$ cat config.mk
export PLATFORM = sky130hd
export DESIGN_NAME = humidity_temperature_frame_decode_top
export DESIGN_NICKNAME = d
export VERILOG_FILES = /design/src/hw/rtl/htfd_pkg.sv /design/src/hw/rtl/htfd_crc_check.sv /design/src/hw/rtl/htfd_scale.sv /design/src/hw/rtl/humidity_temperature_frame_decode_top.sv
export SDC_FILE = /design/constraint.sdc
export NUM_CORES = 1
export LEC_CHECK = 0
export BUFFER_PORTS_ARGS = -buffer_cell sky130_fd_sc_hd__buf_2
export CORE_ASPECT_RATIO = 2
export CORE_MARGIN = 10
export CORE_UTILIZATION = 44
export DETAILED_ROUTE_END_ITERATION = 10
export GPL_ROUTABILITY_DRIVEN = 0
export PLACE_DENSITY = 0.62
export SLEW_MARGIN = 40
export SYNTH_ARGS = -nofsm -noshare
export SYNTH_HDL_FRONTEND = slang
export SYNTH_SLANG_ARGS = --single-unit
$ cat constraint.sdc
create_clock -name i_clk -period 7 [get_ports i_clk]
set_input_delay 0.7 -clock i_clk [delete_from_list [all_inputs] [get_ports i_clk]]
set_output_delay 0.7 -clock i_clk [all_outputs]
set_load 0.005 [all_outputs]
$ cat src/hw/rtl/htfd_pkg.sv
// Shared types, constants and the CRC-8 byte step for the sensor frame decoder.
package htfd_pkg;

    localparam int unsigned CfgIndexWidth = 2;
    localparam logic [CfgIndexWidth-1:0] REG_CRC_POLYNOMIAL = 2'd0;
    localparam logic [CfgIndexWidth-1:0] REG_CRC_INITIAL    = 2'd1;

    localparam logic [7:0] CRC_POLYNOMIAL_RESET = 8'h31;
    localparam logic [7:0] CRC_INITIAL_RESET    = 8'hFF;

    localparam logic [14:0] TEMP_SPAN   = 15'd17500;
    localparam logic [14:0] TEMP_OFFSET = 15'd4500;
    localparam logic [13:0] HUM_SPAN    = 14'd12500;
    localparam logic [14:0] HUM_OFFSET  = 15'd600;
    localparam logic [15:0] FULL_SCALE  = 16'hFFFF;
    localparam logic [29:0] HEATER_PRODUCT_LIMIT = 30'd727438500;

    typedef enum logic [1:0] {
        STATUS_OK       = 2'd0,
        STATUS_TEMP_CRC = 2'd1,
        STATUS_HUM_CRC  = 2'd2
    } t_frame_status;

    typedef struct packed {
        logic [7:0] polynomial;
        logic [7:0] initial_value;
    } t_crc_cfg;

    typedef struct packed {
        logic temp_ok;
        logic hum_ok;
    } t_crc_flags;

    function automatic logic [7:0] crc8_byte(input logic [7:0] crc_in, input logic [7:0] poly);
        logic [7:0] crc;
        crc = crc_in;
        for (int k = 0; k < 8; k++) begin
            if (crc[7]) begin
                crc = {crc[6:0], 1'b0} ^ poly;
            end else begin
                crc = {crc[6:0], 1'b0};
            end
        end
        return crc;
    endfunction

endpackage

$ cat src/hw/rtl/htfd_crc_check.sv
// Two-stage CRC-8 check of the temperature and humidity byte pairs.
module htfd_crc_check
    import htfd_pkg::*;
(
    input  logic       i_clk,
    input  logic       i_en,
    input  t_crc_cfg   i_cfg,
    input  logic [7:0] i_temp_msb,
    input  logic [7:0] i_temp_lsb,
    input  logic [7:0] i_temp_check,
    input  logic [7:0] i_hum_msb,
    input  logic [7:0] i_hum_lsb,
    input  logic [7:0] i_hum_check,
    output t_crc_flags o_flags
);

    logic [7:0] r_temp_crc;
    logic [7:0] r_hum_crc;
    logic [7:0] r_temp_lsb;
    logic [7:0] r_hum_lsb;
    logic [7:0] r_temp_check;
    logic [7:0] r_hum_check;
    t_crc_flags r_flags;

    logic [7:0] n_temp_crc;
    logic [7:0] n_hum_crc;
    t_crc_flags n_flags;

    always_comb begin
        n_temp_crc = crc8_byte(i_cfg.initial_value ^ i_temp_msb, i_cfg.polynomial);
        n_hum_crc  = crc8_byte(i_cfg.initial_value ^ i_hum_msb, i_cfg.polynomial);
        n_flags.temp_ok = (crc8_byte(r_temp_crc ^ r_temp_lsb, i_cfg.polynomial) == r_temp_check);
        n_flags.hum_ok  = (crc8_byte(r_hum_crc ^ r_hum_lsb, i_cfg.polynomial) == r_hum_check);
    end

    always_ff @(posedge i_clk) begin
        if (i_en) begin
            r_temp_crc   <= n_temp_crc;
            r_hum_crc    <= n_hum_crc;
            r_temp_lsb   <= i_temp_lsb;
            r_hum_lsb    <= i_hum_lsb;
            r_temp_check <= i_temp_check;
            r_hum_check  <= i_hum_check;
            r_flags      <= n_flags;
        end
    end

    assign o_flags = r_flags;

endmodule

$ cat src/hw/rtl/htfd_scale.sv
// Two-stage conversion of the raw words to hundredths, with the heater threshold test.
module htfd_scale
    import htfd_pkg::*;
(
    input  logic               i_clk,
    input  logic               i_en,
    input  logic [15:0]        i_temp_raw,
    input  logic [15:0]        i_hum_raw,
    output logic signed [14:0] o_temperature_centi,
    output logic signed [14:0] o_humidity_centi,
    output logic               o_heater
);

    logic [30:0] r_temp_prod;
    logic [29:0] r_hum_prod;
    logic signed [14:0] r_temperature_centi;
    logic signed [14:0] r_humidity_centi;
    logic r_heater;

    logic [30:0] n_temp_prod;
    logic [29:0] n_hum_prod;
    logic [16:0] temp_rem;
    logic [16:0] hum_rem;
    logic [14:0] temp_quot;
    logic [13:0] hum_quot;
    logic signed [14:0] n_temperature_centi;
    logic signed [14:0] n_humidity_centi;
    logic n_heater;

    // The quotient by 65535 is the upper half plus one when the folded remainder reaches 65535.
    always_comb begin
        n_temp_prod = 31'(TEMP_SPAN) * 31'(i_temp_raw);
        n_hum_prod  = 30'(HUM_SPAN) * 30'(i_hum_raw);
        temp_rem  = 17'(r_temp_prod[15:0]) + 17'(r_temp_prod[30:16]);
        hum_rem   = 17'(r_hum_prod[15:0]) + 17'(r_hum_prod[29:16]);
        temp_quot = r_temp_prod[30:16] + 15'(temp_rem >= 17'(FULL_SCALE));
        hum_quot  = r_hum_prod[29:16] + 14'(hum_rem >= 17'(FULL_SCALE));
        n_temperature_centi = $signed(temp_quot - TEMP_OFFSET);
        n_humidity_centi    = $signed(15'(hum_quot) - HUM_OFFSET);
        n_heater = (r_hum_prod > HEATER_PRODUCT_LIMIT);
    end

    always_ff @(posedge i_clk) begin
        if (i_en) begin
            r_temp_prod         <= n_temp_prod;
            r_hum_prod          <= n_hum_prod;
            r_temperature_centi <= n_temperature_centi;
            r_humidity_centi    <= n_humidity_centi;
            r_heater            <= n_heater;
        end
    end

    assign o_temperature_centi = r_temperature_centi;
    assign o_humidity_centi    = r_humidity_centi;
    assign o_heater            = r_heater;

endmodule

$ cat src/hw/rtl/humidity_temperature_frame_decode_top.sv
// Top level of the CRC-8 checked humidity and temperature sensor frame decoder.
// One six-byte frame is accepted per transaction and gives exactly one result transaction;
// a new frame can be taken in every cycle in which the three pipeline stages (first CRC byte
// and multiplication, second CRC byte and division by full scale, result selection) advance;
// they advance together whenever the output register is empty or being taken. A frame
// with a bad temperature CRC reports status 1, otherwise a bad humidity CRC reports status 2,
// and in both cases the values and the heater request are zero. The CRC registers must only be
// written while no transaction is in flight.
module humidity_temperature_frame_decode_top
    import htfd_pkg::*;
(
    input  logic                     i_clk,
    input  logic                     i_rst_n,
    input  logic                     i_cfg_we,
    input  logic [CfgIndexWidth-1:0] i_cfg_index,
    input  logic [7:0]               i_cfg_data,
    input  logic                     i_in_valid,
    output logic                     o_in_ready,
    input  logic [7:0]               i_temp_msb,
    input  logic [7:0]               i_temp_lsb,
    input  logic [7:0]               i_temp_check,
    input  logic [7:0]               i_hum_msb,
    input  logic [7:0]               i_hum_lsb,
    input  logic [7:0]               i_hum_check,
    output logic                     o_out_valid,
    input  logic                     i_out_ready,
    output logic [1:0]               o_frame_status,
    output logic signed [14:0]       o_temperature_centi,
    output logic signed [14:0]       o_humidity_centi,
    output logic                     o_heater_request
);

    t_crc_cfg r_cfg;
    logic r_v1;
    logic r_v2;
    logic r_v3;
    t_frame_status r_status;
    logic signed [14:0] r_temperature_centi;
    logic signed [14:0] r_humidity_centi;
    logic r_heater;

    t_frame_status n_status;
    logic signed [14:0] n_temperature_centi;
    logic signed [14:0] n_humidity_centi;
    logic n_heater;

    logic advance;
    t_crc_flags flags;
    logic signed [14:0] scaled_temp;
    logic signed [14:0] scaled_hum;
    logic scaled_heater;

    assign advance = !r_v3 || i_out_ready;

    always_ff @(posedge i_clk) begin
        if (!i_rst_n) begin
            r_cfg.polynomial    <= CRC_POLYNOMIAL_RESET;
            r_cfg.initial_value <= CRC_INITIAL_RESET;
        end else if (i_cfg_we) begin
            case (i_cfg_index)
                REG_CRC_POLYNOMIAL: r_cfg.polynomial    <= i_cfg_data;
                REG_CRC_INITIAL:    r_cfg.initial_value <= i_cfg_data;
                default: ;
            endcase
        end
    end

    htfd_crc_check u_crc_check (
        .i_clk        (i_clk),
        .i_en         (advance),
        .i_cfg        (r_cfg),
        .i_temp_msb   (i_temp_msb),
        .i_temp_lsb   (i_temp_lsb),
        .i_temp_check (i_temp_check),
        .i_hum_msb    (i_hum_msb),
        .i_hum_lsb    (i_hum_lsb),
        .i_hum_check  (i_hum_check),
        .o_flags      (flags)
    );

    htfd_scale u_scale (
        .i_clk               (i_clk),
        .i_en                (advance),
        .i_temp_raw          ({i_temp_msb, i_temp_lsb}),
        .i_hum_raw           ({i_hum_msb, i_hum_lsb}),
        .o_temperature_centi (scaled_temp),
        .o_humidity_centi    (scaled_hum),
        .o_heater            (scaled_heater)
    );

    always_comb begin
        n_status            = STATUS_OK;
        n_temperature_centi = scaled_temp;
        n_humidity_centi    = scaled_hum;
        n_heater            = scaled_heater;
        if (!flags.temp_ok || !flags.hum_ok) begin
            n_status            = flags.temp_ok ? STATUS_HUM_CRC : STATUS_TEMP_CRC;
            n_temperature_centi = '0;
            n_humidity_centi    = '0;
            n_heater            = 1'b0;
        end
    end

    always_ff @(posedge i_clk) begin
        if (!i_rst_n) begin
            r_v1 <= 1'b0;
            r_v2 <= 1'b0;
            r_v3 <= 1'b0;
        end else if (advance) begin
            r_v1 <= i_in_valid;
            r_v2 <= r_v1;
            r_v3 <= r_v2;
        end
    end

    always_ff @(posedge i_clk) begin
        if (advance) begin
            r_status            <= n_status;
            r_temperature_centi <= n_temperature_centi;
            r_humidity_centi    <= n_humidity_centi;
            r_heater            <= n_heater;
        end
    end

    assign o_in_ready          = advance;
    assign o_out_valid         = r_v3;
    assign o_frame_status      = r_status;
    assign o_temperature_centi = r_temperature_centi;
    assign o_humidity_centi    = r_humidity_centi;
    assign o_heater_request    = r_heater;

    // A failed frame carries no measurement and no heater request.
    assert property (@(posedge i_clk) disable iff (!i_rst_n)
        o_out_valid && (o_frame_status != STATUS_OK) |->
            (o_temperature_centi == '0) && (o_humidity_centi == '0) && !o_heater_request)
        else $error("Failed frame carries non-zero result fields.");

    // The heater threshold lies at 105.00 percent, so the truncated humidity cannot be below it.
    assert property (@(posedge i_clk) disable iff (!i_rst_n)
        o_out_valid && o_heater_request |-> (o_humidity_centi >= 15'sd10500))
        else $error("Heater request raised below the humidity threshold.");

    // An accepted transaction always occupies the first stage in the next cycle.
    assert property (@(posedge i_clk) disable iff (!i_rst_n)
        i_in_valid && o_in_ready |=> r_v1)
        else $error("Accepted transaction lost at the first stage.");

    // While the output is stalled, every occupied stage keeps its transaction.
    assert property (@(posedge i_clk) disable iff (!i_rst_n)
        r_v3 && !i_out_ready |=> r_v3 && (r_v2 == $past(r_v2)) && (r_v1 == $past(r_v1)))
        else $error("Pipeline stage changed during a stall.");

endmodule
==> results by group, run 1 <==
Outcome
  – Status: completed

Clocking
  – Hold_buf cts: 0
  – Setup Fix Bufs, Post-CTS: 0
  – CTS buffer count: 17
  – Gates resized, CTS repair: 0
  – CTS tree: done
  – Clock slew at reported path FFs: 0.08 ns
  – CTS Sinks: 187
  – Htree depth: 4
  – Root buffer cell: clkbuf_16
  – Later-pin clock latency in the skew report: 0.47 ns
  – Max clock buf depth: 2

STA
  – Min Tclk post-route: 5.878 ns
  – Worst Skew: 0.01099 ns
  – Worst-margin pin slew: 0.8237 ns
  – Setup_tns: 0 ns
  – Tcrit/Tclk final: 83.98%
  – Fin. max-slew vios: 0
  – Number of setup violations in the final report: 0
  – RSZ-0062 raised after global routing: false
  – Slew headroom: 44.97%
  – Final hold violation count: 0
  – Peak Freq: 170.1 MHz

Global routing
  – Largest net degree at the start of global routing: 50
  – First-pass GRT wire length: 78090 um
  – Initial antenna violation count: 4
  – Grt ovf: 0
  – Vias in the first global route: 14900
  – Gr usage total: 18.23%

Routing
  – Total wire length: 49410 um
  – Post-DR wirelength/cell: 18.42 um
  – DRC Markers: 0
  – Antenna Nets Post-Route: 0
  – Initial DRT Pass Iterations: 7
  – Number of vias per cell: 5.451
  – 1st-iter DRT viols: 824
  – Vias: 14620

Synth
  – Cell count after synthesis: 2051
  – Fraction of registers with async set/reset: 0%
  – Sequential fraction of the synthesis area: 27.67%
  – Number of synthesized flops with an enable pin: 168
  – Syn avg cell area: 9.561 um^2
  – Synth Warn #: 0
  – Syn nets: 2434
  – Top_reg_cell synth: edfxtp_1
  – Number of synthesized register bits: 187
  – Post-Syn Area: 19610 um^2
  – Yosys cell types: 95

Critical path
  – WS Path Type: input pin to flop
  – Crit start category: input pin
  – WP data required: 7.20 ns
  – Worst setup EP type: flop
  – Critical path fanouts, max: 6
  – CP arrival: 6.08 ns

Floorplanning
  – I/O pin count: 98
  – Initial Util: 44.38%
  – Num rows: 109
  – Width of the die: 169.3 um
  – Die area: 53930 um^2
  – Die Y: 318.6 um
  – Floorplan core area: 44190 um^2

Finish
  – Layout cell share with drive strength beyond 1: 9.412%
  – Nets: 2495
  – Layout overhead on the synthesized area: 7.676%
  – Post-route insts no fill: 2682
  – FILL cells: 4172

Hold path
  – Hold Path Class: input pin to flop

Placed design
  – Hpwl dp: 39520 um
  – Cells after DPL: 2648
  – Number of I/O port buffers: 97

Power
  – Leak: 9.547 nW
  – Maximum VDD drop: 0.2511 mV
  – Pwr Density: 490.8 nW/um^2

Run
  – Max Cap Violations: 0
flip-flops by register name, indices dropped and copies added (netlist names), 15 cells and up:
signal / cells
u_scale.r_temp_prod: 28
u_scale.r_hum_prod: 26
r_cfg: 16
o_humidity_centi: 15
o_temperature_centi: 15
u_scale.o_humidity_centi: 15
u_scale.o_temperature_centi: 15
worst paths after layout:
kind                                                   startpoint                                         to  slack (ns)  cells past startpoint
worst min-delay path                               i_hum_check[0]       u_crc_check.r_hum_check[0]$_DFFE_PP_        0.41                      1
worst max-delay path                                i_temp_lsb[3]          u_scale.r_temp_prod[30]$_DFFE_PP_        1.12                     25
worst min register to register                  r_v2$_SDFFE_PN0P_                   o_out_valid$_SDFFE_PN0P_        0.47                      2
worst max register to register  u_scale.r_temp_prod[18]$_DFFE_PP_  u_scale.o_temperature_centi[14]$_DFFE_PP_        1.20                     24
synthesized netlist by cell type (17+ instances only):
| cell | n | area, um^2 |
|---|---|---|
| xor2_1 | 77 | 674.4 |
| nor2b_1 | 17 | 106.4 |
| ha_1 | 229 | 2865 |
| nand2_1 | 197 | 739.5 |
| inv_1 | 247 | 927.1 |
| clkbuf_1 | 44 | 165.2 |
| nand2b_1 | 19 | 118.9 |
| nor3_1 | 33 | 165.2 |
| nand3_1 | 54 | 270.3 |
| dfxtp_1 | 19 | 380.4 |
| fa_1 | 91 | 1822 |
| edfxtp_1 | 168 | 5045 |
| a21oi_1 | 74 | 370.4 |
| o21ai_0 | 70 | 350.3 |
| and3_1 | 53 | 331.6 |
| nor2_1 | 99 | 371.6 |
| a21o_1 | 27 | 202.7 |
| xnor2_1 | 250 | 2190 |
routing by layer:
metal | track usage, % | wire (um) | share of wire, % | vias up
met1 | 18.98 | 18490 | 37 | 7139
met5 | 0 | 29 | 0.059 | -
met3 | 2.718 | 1588 | 3.2 | 84
li1 | - | - | - | 7108
met2 | 34.56 | 27460 | 56 | 285
met4 | 8.181 | 1850 | 3.7 | 4
placed cells by master, fill, tap and decap left out, drive strengths merged, types with 27 or more instances in the layout:
cell type    n
xor2        79
edfxtp     168
ha         229
nor2        99
buf        118
a21o        27
nor3        34
and3        53
inv        255
fa          91
a21oi       75
xnor2      263
o21ai       74
nand3       54
nand2      197
power by group:
group | switching, W | internal (W)
clock | 0.000495 | 0.000467
sequential | 0.000290 | 0.00175
combinational | 0.00407 | 0.00329
worst max-delay path, stage by stage:
cell	delay, ns
buf_2	0.15
ha_1	0.29
inv_1	0.05
fa_1	0.50
inv_1	0.05
ha_1	0.29
ha_1	0.27
inv_1	0.05
fa_1	0.52
inv_1	0.07
fa_1	0.46
a21o_1	0.20
a21oi_1	0.23
o21bai_1	0.09
a21oi_1	0.24
o21bai_1	0.10
a21oi_1	0.21
o21bai_1	0.09
a21oi_1	0.27
o21ai_0	0.16
a31o_2	0.29
a211oi_1	0.33
o21bai_1	0.13
a21oi_1	0.23
o21ai_0	0.12
metrics by stage:
step / utilization [%] / total power (W) / instance area (um^2) / hold WS (ns) / setup slack (ns)
6_report: 47.79 / 0.01036 / 21120 / 0.4078 / 1.122
5_1_grt: 47.78 / 0.01128 / 21110 / 0.3920 / 0.6396
3_3_place_gp: 46.47 / 0.009225 / 20540 / 0.4444 / 0.7249
4_1_cts: 47.76 / 0.01040 / 21100 / 0.3859 / 1.086
3_5_place_dp: 46.50 / 0.009417 / 20550 / 0.4586 / 0.6142
2_1_floorplan: - / 0.008069 / 19610 / 0.4344 / 1.283
cell families (layout without fill, tap and decap cells):
group	count (synthesis)	in the layout	share of synthesized area (%)
multiplexers	16	16	0.8230
other	0	2	0
flip-flops	187	187	27.67
AND/OR/NAND/NOR	545	545	13.39
XOR/XNOR	345	345	16.61
adder cells (fa/ha/maj)	320	320	23.90
AO/OA/AOI/OAI	312	312	10.68
buffers and inverters	326	400	6.929
final cells by class:
cell class	count	area (um^2)	area share [%]
clock inverters	15	130.1	0.6163
clock buffers	17	425.4	2.015
flip-flops and latches	187	5426	25.70
inverters	250	945.9	4.480
repair buffers	118	646.9	3.064
diodes	2	5.005	0.02370
well taps	555	694.4	3.289
multi-input cells	1538	12840	60.81
Note: power is estimated with default switching activity, not from simulation.
==> run 2, diff against run 1 <==
==> constraint.sdc (replaced) <==
create_clock -name i_clk -period 6 [get_ports i_clk]
set_input_delay 0.6 -clock i_clk [delete_from_list [all_inputs] [get_ports i_clk]]
set_output_delay 0.6 -clock i_clk [all_outputs]
set_load 0.005 [all_outputs]
==> run 2 against run 1 <==
Net effect: register-to-register slack got worse by 0.83 ns; hold slack got worse by 0.097 ns; critical endpoint is now u_scale.o_temperature_centi[14]$_DFFE_PP_; first-iteration DRC count decreased by 6.6%; clock skew about the same; total power increased by 20%; via count increased by 0.75%; non-clock buffer count increased by 20; cell area increased by 0.97%; sequential power increased by 17%; critical path type is now flop to flop; largest power group unchanged; combinational power increased by 20%; worst setup slack got worse by 0.75 ns.
==> results by group, run 2 (same netlist as run 1, synthesis figures left out) <==
Global routing
  – Initial antenna violation count: 1 (-3)
  – Gr usage total: 18.55% (+0.32 points)
  – First-pass GRT wire length: 79610 um (+2.0%)
  – Vias in the first global route: 15380 (+3.3%)
  – Grt ovf: 0 (unchanged)
  – Largest net degree at the start of global routing: 62 (+24%)

Clocking
  – Setup Fix Bufs, Post-CTS: 0 (unchanged)
  – Hold_buf cts: 0 (unchanged)
  – Max clock buf depth: 2 (unchanged)
  – Gates resized, CTS repair: 0 (unchanged)
  – CTS tree: done
  – Later-pin clock latency in the skew report: 0.46 ns (about the same)
  – Htree depth: 4 (unchanged)
  – CTS buffer count: 17 (unchanged)
  – Root buffer cell: clkbuf_16
  – Clock slew at reported path FFs: 0.07 ns (about the same)
  – CTS Sinks: 187 (unchanged)

Floorplanning
  – Num rows: 109 (unchanged)
  – Initial Util: 44.38% (unchanged)
  – Die area: 53930 um^2 (unchanged)
  – I/O pin count: 98 (unchanged)
  – Floorplan core area: 44190 um^2 (unchanged)
  – Width of the die: 169.3 um (unchanged)
  – Die Y: 318.6 um (unchanged)

Finish
  – Layout overhead on the synthesized area: 8.722%
  – Commonest non-fill, non-tap cells in the layout: xnor2_1 (249), inv_1 (247), ha_1 (229), nand2_1 (197), edfxtp_1 (168)
  – Post-route insts no fill: 2700 (+0.67%)
  – Commonest non-fill, non-tap cell in the layout: xnor2_1
  – Post-Route Utilization: 48.25% (+0.46 points)
  – FILL cells: 4173 (+0.024%)
  – # diodes: 0 (-2)
  – Largest Register: u_scale.r_temp_prod
  – Layout cell share with drive strength beyond 1: 10.26% (+0.84 points)
  – Nets: 2515 (+0.80%)
  – Biggest regs: u_scale.r_temp_prod (28), u_scale.r_hum_prod (26), r_cfg (16)
  – Largest register FFs: 28 (unchanged)

Critical path
  – CP arrival: 5.84 ns (-0.24 ns)
  – Critical path fanouts, max: 5 (-1)
  – Worst setup EP type: flop
  – Crit start category: flop
  – WS Path Type: flop to flop
  – WP data required: 6.21 ns (-0.99 ns)

Placed design
  – Number of I/O port buffers: 97 (unchanged)
  – Cells after DPL: 2667 (+0.72%)
  – Hpwl dp: 40620 um (+2.8%)

Hold path
  – Hold Path Class: input pin to flop

Routing
  – DRC Markers: 0 (unchanged)
  – Number of vias per cell: 5.455 (about the same)
  – Antenna Nets Post-Route: 0 (unchanged)
  – Initial DRT Pass Iterations: 5 (-2)
  – Post-DR wirelength/cell: 18.63 um (+1.1%)
  – 1st-iter DRT viols: 770 (-6.6%)
  – Vias: 14730 (+0.75%)
  – Total wire length: 50310 um (+1.8%)

STA
  – Peak Freq: 177.6 MHz
  – Number of setup violations in the final report: 0 (unchanged)
  – Final hold violation count: 0 (unchanged)
  – Fin. max-slew vios: 0 (unchanged)
  – RSZ-0062 raised after global routing: false
  – Min Tclk post-route: 5.629 ns
  – Tcrit/Tclk final: 93.82%
  – Worst Skew: 0.01065 ns (-0.0003398 ns)
  – Worst-margin pin slew: 0.8216 ns (-0.002113 ns)
  – Slew headroom: 44.99% (about the same)

Power
  – Leak: 9.670 nW (+1.3%)
  – Pwr Density: 580.9 nW/um^2 (+18%)
  – Maximum VDD drop: 0.3571 mV (+42%)

Run
  – Max Cap Violations: 0 (unchanged)

Outcome
  – Status: completed
[run 2: where the power goes]
| part | internal [W] | switching, W | total (W) |
|---|---|---|---|
| sequential | 0.00205 | 0.000330 | 0.00238 |
| combinational | 0.00393 | 0.00492 | 0.00884 |
| clock | 0.000628 | 0.000536 | 0.00116 |
| total | 0.00660 | 0.00578 | 0.0124 |
[run 2: critical path, stage by stage, from the launching register on]
cell and delay, ns:
edfxtp_1 0.48, ha_1 0.27, fa_1 0.40, a21o_1 0.17
a21oi_1 0.24, o21bai_1 0.11, a21oi_1 0.23, nor2b_1 0.08
o21a_1 0.18, o21a_1 0.16, o21a_1 0.16, o21ai_0 0.17
nand2b_1 0.07, a21oi_1 0.14, nor2b_1 0.05, o21ai_0 0.27
o41ai_1 0.16, ha_1 0.23, ha_1 0.23, o31a_1 0.29
or3_1 0.37, a31o_2 0.28, or3_1 0.35, a21oi_1 0.19
xor2_1 0.08
[run 2: final cells by class]
| class | count | area (um^2) | share of cell area [%] |
|---|---|---|---|
| clock buffer | 19 | 432.9 | 2.031 |
| clock inverter | 13 | 156.4 | 0.7336 |
| inverter | 250 | 945.9 | 4.437 |
| multi-input combinational | 1538 | 12850 | 60.28 |
| sequential | 187 | 5426 | 25.45 |
| tap | 555 | 694.4 | 3.257 |
| timing repair buffer | 138 | 813.3 | 3.815 |
[run 2: per-layer routing]
layer	GRT usage (%)	vias up	wire length, um
met5	0	-	13
met4	9.086	2	2063
met3	2.310	113	1687
met2	35.68	364	28230
met1	18.84	7129	18310
li1	-	7121	-
[run 2: path summary, 6_finish.rpt]
check | start | to | slack, ns | cells past startpoint
max | u_scale.r_temp_prod[18]$_DFFE_PP_ | u_scale.o_temperature_centi[14]$_DFFE_PP_ | 0.37 | 24
min | i_temp_check[4] | u_crc_check.r_temp_check[4]$_DFFE_PP_ | 0.31 | 1
max reg2reg | u_scale.r_temp_prod[18]$_DFFE_PP_ | u_scale.o_temperature_centi[14]$_DFFE_PP_ | 0.37 | 24
min reg2reg | r_v2$_SDFFE_PN0P_ | o_out_valid$_SDFFE_PN0P_ | 0.47 | 2
[run 2: per-stage QoR]
| step | hold WS, ns | setup TNS (ns) | setup slack, ns | total power, W | area (um^2) |
|---|---|---|---|---|---|
| 2_1_floorplan | 0.4344 | 0 | 0.3826 | 0.009414 | 19610 |
| 3_3_place_gp | 0.4512 | 0 | 0.1030 | 0.01095 | 20680 |
| 3_5_place_dp | 0.4595 | -0.04372 | -0.02492 | 0.01119 | 20700 |
| 4_1_cts | 0.2839 | 0 | 0.4298 | 0.01239 | 21290 |
| 5_1_grt | 0.2966 | 0 | 0.03421 | 0.01340 | 21320 |
| 6_report | 0.3106 | 0 | 0.3709 | 0.01239 | 21320 |
==> run 3, diff against run 2 <==
==> constraint.sdc (replaced) <==
create_clock -name i_clk -period 7.1 [get_ports i_clk]
set_input_delay 0.71 -clock i_clk [delete_from_list [all_inputs] [get_ports i_clk]]
set_output_delay 0.71 -clock i_clk [all_outputs]
set_load 0.005 [all_outputs]
==> run 3 against run 2 <==
Net effect: routed wire length fell by 0.98%; cell count fell by 0.59%; die area unchanged; clock power decreased by 18%; total power decreased by 17%; register-to-register slack better by 1.2 ns; hold slack better by 0.090 ns; critical endpoint is now u_scale.r_temp_prod[30]$_DFFE_PP_; first-iteration DRC count rose by 22%; sequential power down 16%.
==> results by group, run 3 (same netlist as run 1, synthesis figures left out) <==
Routing
  – Number of vias per cell: 5.514 (+1.1%)
  – DRC Markers: 0 (unchanged)
  – Initial DRT Pass Iterations: 5 (unchanged)
  – Post-DR wirelength/cell: 18.56 um (-0.39%)
  – Total wire length: 49810 um (-0.98%)
  – Antenna Nets Post-Route: 0 (unchanged)
  – 1st-iter DRT viols: 936 (+22%)
  – Vias: 14800 (+0.48%)

Finish
  – Largest Register: u_scale.r_temp_prod
  – Biggest regs: u_scale.r_temp_prod (28), u_scale.r_hum_prod (26), r_cfg (16)
  – Layout cell share with drive strength beyond 1: 9.506% (-0.75 points)
  – Layout overhead on the synthesized area: 8.033%
  – Largest register FFs: 28 (unchanged)
  – Final Instance Area: 21190 um^2 (-0.63%)
  – Commonest non-fill, non-tap cells in the layout: inv_1 (247), xnor2_1 (247), ha_1 (229), nand2_1 (197), edfxtp_1 (168)
  – Nets: 2495 (-0.80%)

Floorplanning
  – Width of the die: 169.3 um (unchanged)
  – Die area: 53930 um^2 (unchanged)
  – Die Y: 318.6 um (unchanged)
  – Num rows: 109 (unchanged)
  – Floorplan core area: 44190 um^2 (unchanged)
  – Initial Util: 44.38% (unchanged)
  – I/O pin count: 98 (unchanged)

Clocking
  – CTS buffer count: 17 (unchanged)
  – Gates resized, CTS repair: 0 (unchanged)
  – Clock slew at reported path FFs: 0.09 ns (+0.02 ns)
  – Hold_buf cts: 0 (unchanged)
  – Htree depth: 4 (unchanged)
  – Root buffer cell: clkbuf_16
  – CTS Sinks: 187 (unchanged)
  – Max clock buf depth: 2 (unchanged)
  – Later-pin clock latency in the skew report: 0.48 ns (+0.02 ns)
  – CTS tree: done
  – Setup Fix Bufs, Post-CTS: 0 (unchanged)

Critical path
  – Worst setup EP type: flop
  – WS Path Type: input pin to flop
  – R2r worst-path depth: 24 (unchanged)
  – Worst path max stage delay: 0.53 ns (+0.05 ns)
  – Crit-path slowest cell: fa_1
  – Crit path max-delay family: compound AO/OA/AOI/OAI gates
  – Crit start category: input pin
  – Most used cell, CP: a21oi_1
  – CP arrival: 6.04 ns (+0.20 ns)
  – Worst path bufs/invs: 5 (+5)
  – CP Depth: 25 (+4.2%)
  – Critical path fanouts, max: 6 (+1)
  – WP data required: 7.30 ns (+1.09 ns)

Hold path
  – Hold depth: 1 (unchanged)
  – Hold Path Class: input pin to flop

STA
  – Worst Skew: 0.03383 ns (+0.02318 ns)
  – Tcrit/Tclk final: 82.22%
  – Slack of the critical path: 1.263 ns (+0.8917 ns)
  – Min Tclk post-route: 5.837 ns
  – Setup_tns: 0 ns (unchanged)
  – Worst-margin pin slew: 0.8210 ns (-0.0006394 ns)
  – Fin. max-slew vios: 0 (unchanged)
  – Number of setup violations in the final report: 0 (unchanged)
  – Final hold violation count: 0 (unchanged)
  – Slew headroom: 45.16% (+0.17 points)
  – RSZ-0062 raised after global routing: false
  – Peak Freq: 171.3 MHz

Placed design
  – Post-Place Cell Area: 20560 um^2 (-0.65%)
  – Place WS: 0.7643 ns (+0.7892 ns)
  – Number of I/O port buffers: 97 (unchanged)
  – Hpwl dp: 39690 um (-2.3%)

Power
  – Pwr Density: 486.3 nW/um^2 (-16%)
  – Maximum VDD drop: 0.2494 mV (-30%)
  – Leak: 9.576 nW (-0.97%)
  – Tot Pwr: 0.01030 W (-17%)

Global routing
  – Grt ovf: 0 (unchanged)
  – Initial antenna violation count: 6 (+5)
  – Gr usage total: 18.17% (-0.38 points)
  – First-pass GRT wire length: 77900 um (-2.1%)
  – Vias in the first global route: 15080 (-2.0%)
  – Largest net degree at the start of global routing: 63 (+1.6%)

Outcome
  – Status: completed

Run
  – Max Cap Violations: 0 (unchanged)
-- run 3: layout make-up --
| cell class | count | area, um^2 |
|---|---|---|
| Multi-Input combinational cell | 1538 | 12860 |
| Timing Repair Buffer | 118 | 670.6 |
| Clock buffer | 17 | 425.4 |
| Fill cell | 4170 | 23000 |
| Tap cell | 555 | 694.4 |
| Inverter | 250 | 945.9 |
| Clock inverter | 15 | 148.9 |
| Antenna cell | 4 | 10.01 |
| Sequential cell | 187 | 5426 |
-- run 3: report_power, final --
| part | switching, W | internal [W] |
|---|---|---|
| clock network | 0.000489 | 0.000468 |
| registers | 0.000272 | 0.00173 |
| logic | 0.00409 | 0.00325 |
| total | 0.00485 | 0.00545 |
-- run 3: layer usage --
metal / global-route usage [%] / routed length (um) / vias to the layer above
met3: 2.508 / 2159 / 97
met4: 8.643 / 1899 / 6
met2: 34.44 / 27580 / 371
met1: 18.85 / 18150 / 7228
met5: 0 / 30 / -
li1: - / - / 7098
-- run 3: through the flow --
step | utilization (%) | cells | hold slack (ns)
2_1_floorplan | - | 2051 | 0.4344
3_3_place_gp | 46.44 | 2645 | 0.4417
3_5_place_dp | 46.53 | 2647 | 0.4578
4_1_cts | 47.83 | 2679 | 0.3922
5_1_grt | 47.93 | 2682 | 0.4036
6_report | 47.94 | 2684 | 0.4003
-- run 3: worst paths after layout --
path                                     startpoint                                        end  slack, ns
setup / recovery                      i_temp_lsb[3]          u_scale.r_temp_prod[30]$_DFFE_PP_       1.26
hold / removal                      i_temp_check[1]      u_crc_check.r_temp_check[1]$_DFFE_PP_       0.40
setup reg to reg  u_scale.r_temp_prod[18]$_DFFE_PP_  u_scale.o_temperature_centi[14]$_DFFE_PP_       1.53
hold reg to reg                   r_v2$_SDFFE_PN0P_                   o_out_valid$_SDFFE_PN0P_       0.47
